File: config.mk
export PLATFORM = sky130hd
export DESIGN_NAME = slope_sign_peak_detector_flat
export DESIGN_NICKNAME = d
export VERILOG_FILES = /design/src/rtl/core/ssp_pkg.sv /design/src/rtl/core/ssp_sample_if.sv /design/src/rtl/core/ssp_peak_if.sv /design/src/rtl/core/ssp_cell.sv /design/src/rtl/core/ssp_accum.sv /design/src/rtl/core/ssp_div.sv /design/src/rtl/core/slope_sign_peak_detector.sv /design/src/flat_wrapper.sv
export SDC_FILE = /design/constraint.sdc
export NUM_CORES = 1
export LEC_CHECK = 0
export BUFFER_PORTS_ARGS = -buffer_cell sky130_fd_sc_hd__buf_2
export CAP_MARGIN = 40
export CORE_MARGIN = 2
export CORE_UTILIZATION = 45
export DETAILED_ROUTE_END_ITERATION = 6
export HOLD_SLACK_MARGIN = 0.1
export SLEW_MARGIN = 5
export SYNTH_ARGS = -nofsm -noshare
export SYNTH_HDL_FRONTEND = slang
export SYNTH_SLANG_ARGS = --single-unit
File: constraint.sdc
create_clock -name clk -period 5.49 [get_ports clk]
set_input_delay 1.647 -clock clk [delete_from_list [all_inputs] [get_ports clk]]
set_output_delay 1.647 -clock clk [all_outputs]
set_load 0.03 [all_outputs]
File: src/rtl/core/ssp_pkg.sv
// ----------------------------------------------------------------------------
// ssp_pkg: shared types and constants
// Field widths, reset values and the scan-control bundle used by the
// slope-sign peak detector.
// ----------------------------------------------------------------------------
package ssp_pkg;

  localparam int SAMPLE_W       = 16;
  localparam int TIME_W         = 32;
  localparam int SPAN_W         = 16;
  localparam int WINDOW_LEN_DEF = 8;

  localparam logic [SPAN_W-1:0] SPAN_RESET = 16'd200;

  typedef struct packed {
    logic clear;
    logic step;
  } acc_ctrl_t;

endpackage

File: src/rtl/core/ssp_sample_if.sv
// ----------------------------------------------------------------------------
// ssp_sample_if: sample request channel
// Valid/ready channel carrying one timestamped sensor sample per request.
// ----------------------------------------------------------------------------
interface ssp_sample_if;
  import ssp_pkg::*;

  logic                valid;
  logic                ready;
  logic [SAMPLE_W-1:0] sample_value;
  logic [TIME_W-1:0]   sample_time;

  modport source (output valid, output sample_value, output sample_time, input ready);
  modport sink   (input valid, input sample_value, input sample_time, output ready);

endinterface

File: src/rtl/core/ssp_peak_if.sv
// ----------------------------------------------------------------------------
// ssp_peak_if: peak request channel
// Valid/ready channel carrying one detected peak per request.
// ----------------------------------------------------------------------------
interface ssp_peak_if;
  import ssp_pkg::*;

  logic                valid;
  logic                ready;
  logic [TIME_W-1:0]   peak_time;
  logic [SAMPLE_W-1:0] peak_amp;

  modport source (output valid, output peak_time, output peak_amp, input ready);
  modport sink   (input valid, input peak_time, input peak_amp, output ready);

endinterface

File: src/rtl/core/ssp_cell.sv
// ----------------------------------------------------------------------------
// ssp_cell: window cell
// Holds one sample of the window; takes its neighbor's value when loaded.
// ----------------------------------------------------------------------------
module ssp_cell (
  input  logic                         clk,
  input  logic                         load,
  input  logic [ssp_pkg::SAMPLE_W-1:0] din,
  output logic [ssp_pkg::SAMPLE_W-1:0] dout
);
  import ssp_pkg::*;

  logic [SAMPLE_W-1:0] value;

  always_ff @(posedge clk) begin
    if (load) begin
      value <= din;
    end
  end

  assign dout = value;

endmodule

File: src/rtl/core/ssp_accum.sv
// ----------------------------------------------------------------------------
// ssp_accum: slope and maximum accumulator
// Takes one window sample per step, oldest first, and accumulates the
// slope numerator sum((2i-(N-1))*p[i]) and the first maximum with its index.
// ----------------------------------------------------------------------------
module ssp_accum #(
  parameter int N = ssp_pkg::WINDOW_LEN_DEF
) (
  input  logic                         clk,
  input  ssp_pkg::acc_ctrl_t           ctrl,
  input  logic [$clog2(N)-1:0]         idx,
  input  logic [ssp_pkg::SAMPLE_W-1:0] p,
  output logic                         positive,
  output logic [ssp_pkg::SAMPLE_W-1:0] best,
  output logic [$clog2(N)-1:0]         best_idx
);
  import ssp_pkg::*;

  localparam int IDXW = $clog2(N);
  localparam int CW   = IDXW + 2;
  localparam int SLW  = SAMPLE_W + 2 * IDXW + 2;
  localparam logic signed [CW-1:0] COEF_OFS = CW'(N - 1);

  logic signed [SLW-1:0] slope;
  logic signed [CW-1:0]  coef;
  logic signed [SLW-1:0] term;

  assign coef = $signed({1'b0, idx, 1'b0}) - COEF_OFS;
  assign term = SLW'(coef) * SLW'($signed({1'b0, p}));

  always_ff @(posedge clk) begin
    if (ctrl.clear) begin
      slope    <= '0;
      best     <= '0;
      best_idx <= '0;
    end else if (ctrl.step) begin
      slope <= slope + term;
      if (p > best) begin
        best     <= p;
        best_idx <= idx;
      end
    end
  end

  assign positive = (slope > 0);

endmodule

File: src/rtl/core/ssp_div.sv
// ----------------------------------------------------------------------------
// ssp_div: divide by window length
// Reciprocal multiply by the constant 1/N; start registers the dividend and
// sets busy, and the quotient is registered as busy clears.
// ----------------------------------------------------------------------------
module ssp_div #(
  parameter int N  = ssp_pkg::WINDOW_LEN_DEF,
  parameter int PW = $clog2(N) + ssp_pkg::SPAN_W
) (
  input  logic          clk,
  input  logic          rst,
  input  logic          start,
  input  logic [PW-1:0] dividend,
  output logic          busy,
  output logic [PW-1:0] quotient
);
  import ssp_pkg::*;

  localparam int IDXW = $clog2(N);
  localparam int SH   = PW + IDXW;
  localparam int FW   = PW + SH;
  localparam longint RECIP_L = ((longint'(1) << SH) + longint'(N - 1)) / longint'(N);
  localparam logic [SH-1:0] RECIP = SH'(RECIP_L);

  logic [PW-1:0] dvd;
  logic [FW-1:0] scaled;

  assign scaled = FW'(dvd) * FW'(RECIP);

  always_ff @(posedge clk) begin
    if (rst) begin
      busy <= 1'b0;
    end else if (start) begin
      busy <= 1'b1;
      dvd  <= dividend;
    end else if (busy) begin
      busy     <= 1'b0;
      quotient <= scaled[FW-1:SH];
    end
  end

endmodule

File: src/rtl/core/slope_sign_peak_detector.sv
// ----------------------------------------------------------------------------
// slope_sign_peak_detector: sliding-window slope-sign peak detector
// Keeps the last N samples in a row of cells, scans them for the regression
// slope sign and first maximum, and reports a peak on a positive-to-
// non-positive slope change.
//
//   channel   dir  fields                       handshake
//   samples   in   sample_value, sample_time    valid/ready
//   peaks     out  peak_time, peak_amp          valid/ready
//   cfg       in   cfg_wdata (window_span_ms)   cfg_wen, no wait
//
// A sample taken while the window fills just shifts in; ready stays high.
// A sample on a full window starts a scan: the cells rotate once around
// the ring, feeding the accumulator one entry per cycle, then a decide step.
// A peak adds the reciprocal multiply by 1/N in S_DIV and the output write
// in S_EMIT.
// Reset clears fill count, slope history and the output valid flag, and sets
// the span to 200.
// A stalled peak holds the block before its output write only.
// ----------------------------------------------------------------------------
module slope_sign_peak_detector #(
  parameter int WINDOW_LEN = ssp_pkg::WINDOW_LEN_DEF
) (
  input  logic                       clk,
  input  logic                       rst,
  ssp_sample_if.sink                 samples,
  ssp_peak_if.source                 peaks,
  input  logic                       cfg_wen,
  input  logic [ssp_pkg::SPAN_W-1:0] cfg_wdata
);
  import ssp_pkg::*;

  localparam int N     = WINDOW_LEN;
  localparam int IDXW  = $clog2(N);
  localparam int FILLW = $clog2(N + 1);
  localparam int PW    = IDXW + SPAN_W;

  typedef enum logic [2:0] {
    S_IDLE,
    S_WALK,
    S_DECIDE,
    S_DIV,
    S_EMIT
  } state_t;

  state_t              state;
  logic [FILLW-1:0]    fill_count;
  logic                last_pos;
  logic [TIME_W-1:0]   time_reg;
  logic [IDXW-1:0]     walk_idx;
  logic [SPAN_W-1:0]   span;
  logic                out_valid;
  logic [TIME_W-1:0]   out_time;
  logic [SAMPLE_W-1:0] out_amp;
  logic [PW-1:0]       prod;

  logic                accept;
  logic                cell_load;
  logic [SAMPLE_W-1:0] cell_q [N];
  logic [SAMPLE_W-1:0] feed;
  acc_ctrl_t           acc_ctrl;
  logic                positive;
  logic [SAMPLE_W-1:0] best;
  logic [IDXW-1:0]     best_idx;
  logic                div_start;
  logic                div_busy;
  logic [PW-1:0]       quotient;

  assign samples.ready = (state == S_IDLE);
  assign accept        = samples.valid && samples.ready;
  assign cell_load     = accept || (state == S_WALK);
  assign feed          = (state == S_WALK) ? cell_q[0] : samples.sample_value;

  for (genvar k = 0; k < N; k++) begin : g_cell
    if (k == N - 1) begin : g_last
      ssp_cell u_cell (.clk(clk), .load(cell_load), .din(feed), .dout(cell_q[k]));
    end else begin : g_mid
      ssp_cell u_cell (.clk(clk), .load(cell_load), .din(cell_q[k+1]), .dout(cell_q[k]));
    end
  end

  assign acc_ctrl.clear = accept;
  assign acc_ctrl.step  = (state == S_WALK);

  ssp_accum #(.N(N)) u_accum (
    .clk      (clk),
    .ctrl     (acc_ctrl),
    .idx      (walk_idx),
    .p        (cell_q[0]),
    .positive (positive),
    .best     (best),
    .best_idx (best_idx)
  );

  assign div_start = (state == S_DECIDE) && last_pos && !positive;
  assign prod      = PW'(best_idx) * PW'(span);

  ssp_div #(.N(N), .PW(PW)) u_div (
    .clk      (clk),
    .rst      (rst),
    .start    (div_start),
    .dividend (prod),
    .busy     (div_busy),
    .quotient (quotient)
  );

  always_ff @(posedge clk) begin
    if (rst) begin
      state      <= S_IDLE;
      fill_count <= '0;
      last_pos   <= 1'b0;
      walk_idx   <= '0;
      out_valid  <= 1'b0;
    end else begin
      if (out_valid && peaks.ready && state != S_EMIT) begin
        out_valid <= 1'b0;
      end
      unique case (state)
        S_IDLE: begin
          if (accept) begin
            time_reg <= samples.sample_time;
            walk_idx <= '0;
            if (fill_count != FILLW'(N)) begin
              fill_count <= fill_count + 1'b1;
            end
            if (fill_count >= FILLW'(N - 1)) begin
              state <= S_WALK;
            end
          end
        end
        S_WALK: begin
          walk_idx <= walk_idx + 1'b1;
          if (walk_idx == IDXW'(N - 1)) begin
            state <= S_DECIDE;
          end
        end
        S_DECIDE: begin
          last_pos <= positive;
          state    <= div_start ? S_DIV : S_IDLE;
        end
        S_DIV: begin
          if (!div_busy) begin
            state <= S_EMIT;
          end
        end
        S_EMIT: begin
          if (!out_valid || peaks.ready) begin
            out_valid <= 1'b1;
            out_time  <= time_reg + TIME_W'(quotient);
            out_amp   <= best;
            state     <= S_IDLE;
          end
        end
        default: state <= S_IDLE;
      endcase
    end
  end

  always_ff @(posedge clk) begin
    if (rst) begin
      span <= SPAN_RESET;
    end else if (cfg_wen) begin
      span <= cfg_wdata;
    end
  end

  assign peaks.valid     = out_valid;
  assign peaks.peak_time = out_time;
  assign peaks.peak_amp  = out_amp;

  a_fill_bound: assert property (@(posedge clk) disable iff (rst)
    fill_count <= FILLW'(N))
    else $error("fill count beyond window length");

  a_full_walk: assert property (@(posedge clk) disable iff (rst)
    (accept && fill_count >= FILLW'(N - 1)) |=> (state == S_WALK && walk_idx == '0))
    else $error("full window request did not start a scan");

  a_walk_end: assert property (@(posedge clk) disable iff (rst)
    (state == S_WALK && walk_idx == IDXW'(N - 1)) |=> state == S_DECIDE)
    else $error("scan did not end after N steps");

  a_peak_src: assert property (@(posedge clk) disable iff (rst)
    $rose(out_valid) |-> $past(state) == S_EMIT)
    else $error("peak request raised outside emit");

endmodule
File: src/flat_wrapper.sv
// flat-port wrapper written by rule: the top's interface ports become plain ports
module slope_sign_peak_detector_flat import ssp_pkg::*;
#(
  parameter int WINDOW_LEN = ssp_pkg::WINDOW_LEN_DEF
)
  (clk, rst, cfg_wen, cfg_wdata, samples_valid, samples_sample_value, samples_sample_time, samples_ready, peaks_valid, peaks_peak_time, peaks_peak_amp, peaks_ready);
  ssp_sample_if samples_i ();
  ssp_peak_if peaks_i ();
  input  logic clk;
  input  logic rst;
  input  logic cfg_wen;
  input  logic [ssp_pkg::SPAN_W-1:0] cfg_wdata;
  input wire logic [$bits(samples_i.valid)-1:0] samples_valid;
  input wire logic [$bits(samples_i.sample_value)-1:0] samples_sample_value;
  input wire logic [$bits(samples_i.sample_time)-1:0] samples_sample_time;
  output wire logic [$bits(samples_i.ready)-1:0] samples_ready;
  output wire logic [$bits(peaks_i.valid)-1:0] peaks_valid;
  output wire logic [$bits(peaks_i.peak_time)-1:0] peaks_peak_time;
  output wire logic [$bits(peaks_i.peak_amp)-1:0] peaks_peak_amp;
  input wire logic [$bits(peaks_i.ready)-1:0] peaks_ready;
  assign samples_i.valid = samples_valid;
  assign samples_i.sample_value = samples_sample_value;
  assign samples_i.sample_time = samples_sample_time;
  assign samples_ready = samples_i.ready;
  assign peaks_valid = peaks_i.valid;
  assign peaks_peak_time = peaks_i.peak_time;
  assign peaks_peak_amp = peaks_i.peak_amp;
  assign peaks_i.ready = peaks_ready;
  slope_sign_peak_detector #(.WINDOW_LEN(WINDOW_LEN)) u_core (.clk(clk), .rst(rst), .samples(samples_i), .peaks(peaks_i), .cfg_wen(cfg_wen), .cfg_wdata(cfg_wdata));
endmodule
==> flow_metrics.py <==
metrics = {
    "sta": {
        "rsz0062_at_grt": "no",
        "finalMaxSlewViolations": 0,
        "fin_skew_ps": 20.2,
        "period_needed_ps": 4990,
        "hold_viol_final": 0,
        "worst_pin_slew_ps": 766,
        "period_share_pct": 90.9,
        "max_freq_ghz": 0.200,
        "setup_tns_ps": 0,
        "setup_violations": 0,
        "relSlewSlack_pct": 48.9,
        "timing.hold.ws_ps": 410,
    },
    "critical_path": {
        "rr_worst_depth": 17,
        "cp.arrival_ps": 5410,
        "r2r_end": "u_core.u_accum.slope[20]",
        "worstPathRequired_ps": 5910,
        "crit_fanout": 5,
        "timing.rr.start": "u_core.g_cell[0].g_mid.u_cell.dout[0]",
        "critical_path_class": "flop to flop",
        "worst_setup_path_start_kind": "flop",
        "cp-end-kind": "flop",
        "rrSetupSlack_ps": 500,
    },
    "clocking": {
        "cts_max_level": 2,
        "cts_tree": "yes",
        "clkLatencyLatePin_ps": 520,
        "post-cts-setup-buffers": 0,
        "cts_buffers": 36,
        "clock-root-buffer": "clkbuf_16",
        "clock-sinks": 312,
        "cts_hold_buffers": 0,
        "cts_buffer_depth": 3,
        "cts.clk_slew.worst_paths_ps": 60,
        "cts-resized-gates": 0,
    },
    "detailed_routing": {
        "drt_iter0_drc": 537,
        "drtPass1Iterations": 5,
        "avgViaCountPerCell": 5.20,
        "vias": 10400,
        "detail_route.wl_per_cell_um": 16.4,
        "wl_um": 32800,
        "ant_nets": 0,
        "remaining_drc_errors": 0,
    },
    "finish": {
        "largest_reg_flops": 112,
        "final_common_cell": "edfxtp_1",
        "stdcell_count": 1996,
        "mostFrequentLayoutCells": "edfxtp_1 (240), inv_1 (149), nand2_1 (141)",
        "diodes": 0,
        "area_growth_pct": 13.8,
        "drive_gt1_share_pct": 15.0,
        "fin_area_mm2": 0.0187,
        "final_nets": 1762,
    },
    "floorplan": {
        "fp.dieW_um": 195,
        "dieArea_mm2": 0.0380,
        "initial_utilization_pct": 46.0,
        "io_pins": 119,
        "core.rowCount": 69,
        "core-area_mm2": 0.0357,
        "dieHeight_um": 195,
    },
    "status": {
        "status": "finished, final reports clean",
    },
    "grt": {
        "grt_pass1_wl_um": 53200,
        "antenna_found_initial": 0,
        "grt_usage_pct": 17.6,
        "grt-ovfl-total": 0,
        "grt_max_degree": 60,
        "grt_pass1_vias": 10200,
    },
    "place": {
        "place_inst": 1930,
        "dp.final_hpwl_um": 24000,
        "routabilityCongestion": 0.851,
        "port_buffers": 118,
        "placed_cell_area_mm2": 0.0175,
    },
    "pwr": {
        "clkPwrFrac_pct": 40.2,
        "p_switching_mw": 1.43,
        "swShare_pct": 24.9,
        "comb_power_share_pct": 13.4,
        "fin_total_pwr_mw": 5.74,
        "p_per_area_mw_per_mm2": 307,
        "pwr-share-seq_pct": 46.5,
        "internal_power_mw": 4.31,
        "peakVddDrop_mv": 0.194,
        "p_leak_nw": 7.63,
    },
    "hold_path": {
        "hp-start": "u_core.g_cell[7].g_last.u_cell.dout[2]",
        "hold_depth": 0,
        "hold_class": "flop to flop",
        "hold_path_end": "u_core.g_cell[6].g_mid.u_cell.dout[2]",
    },
    "synth": {
        "syn_inst": 1381,
        "synth_cell_types": 70,
        "synth-seq-cells": 312,
        "syn_area_per_cell_um2": 11.9,
        "seq_area_frac_synth_pct": 52.6,
        "ys_top_cells_by_area": "edfxtp_1 (44%), fa_1 (9.5%), dfxtp_1 (8.8%)",
        "synthArstFlopShare_pct": 0,
        "netlist.area_leader.share_pct": 43.9,
        "synth_ff_type": "edfxtp_1",
        "synthesis.area_mm2": 0.0164,
        "synth_top_cell_by_area": "edfxtp_1",
        "ys_warn_count": 0,
        "synth_edf_count": 240,
        "syn-num-nets": 1636,
    },
    "job": {
        "drv_cap": 0,
    },
}
## area by class of cell
cell class / count / area [um2]
Clock buffer: 55 / 1050
Timing Repair Buffer: 130 / 709
Sequential cell: 312 / 8650
Clock inverter: 11 / 104
Inverter: 151 / 569
Tap cell: 461 / 577
Fill cell: 3166 / 17000
Multi-Input combinational cell: 876 / 7040
## through the flow
| step | worst slack [ps] | utilization, % |
|---|---|---|
| after floorplan | 452 | - |
| after global placement | 738 | 49.0 |
| after detailed placement | 520 | 49.1 |
| after CTS | 488 | 52.3 |
| after global routing | 263 | 52.3 |
| final | 502 | 52.3 |
## metal layers
metal / track usage [%] / vias to the layer above / share of wire, %
met5: 0 / - / 0
met4: 4.50 / 0 / 1.7
met3: 3.45 / 51 / 5.5
met2: 27.8 / 254 / 45
met1: 25.0 / 4998 / 47
li1: - / 5072 / -
## cells by family after synthesis
kind of cell,share of synthesized area (%)
adder cells (fa/ha/maj),17.7
AO/OA/AOI/OAI,10.6
flip-flops,52.6
AND/OR/NAND/NOR,10.2
multiplexers,1.04
buffers and inverters,4.61
XOR/XNOR,3.15
## how the worst max path moves through the flow
stage | start | endpoint | slack, ps
global placement | u_core.g_cell[0].g_mid.u_cell.dout[0] | u_core.u_accum.slope[20] | 740
global route | u_core.g_cell[0].g_mid.u_cell.dout[0] | u_core.u_accum.slope[20] | 260
CTS | u_core.g_cell[0].g_mid.u_cell.dout[0] | u_core.u_accum.slope[20] | 490
floorplan | samples_valid | u_core.g_cell[0].g_mid.u_cell.dout[0] | 450
finish | u_core.g_cell[0].g_mid.u_cell.dout[0] | u_core.u_accum.slope[20] | 500
detailed placement | u_core.g_cell[0].g_mid.u_cell.dout[0] | u_core.u_accum.slope[20] | 520
## Yosys cell counts, drive strengths merged (23+ instances only)
cell / count
edfxtp: 240
inv: 151
nand2: 141
ha: 108
a21oi: 84
nor2: 83
fa: 78
dfxtp: 72
o21ai: 67
xnor2: 39
nand3: 33
and2: 32
a21o: 26
clkbuf: 23
## power groups by stage
stage	logic [mW]	clock network, mW	registers (mW)
after floorplan	0.589	0	2.70
after global placement	0.748	0	2.71
after detailed placement	0.759	0	2.71
after CTS	0.769	2.38	2.66
after global routing	0.874	2.48	2.67
final	0.767	2.30	2.66
## critical path, stage by stage (launching register included)
cell      delay (ps)
edfxtp_1         450
inv_1            170
nand2_1          100
fa_1             530
fa_1             570
inv_1             70
fa_1             540
inv_1             60
fa_1             590
inv_1             60
ha_1             300
a211o_1          310
a31oi_4          250
o211ai_2         130
a31oi_2          250
o21bai_1         120
mux2i_1          120
a211oi_1         260
(Power assumes the default switching activity.)
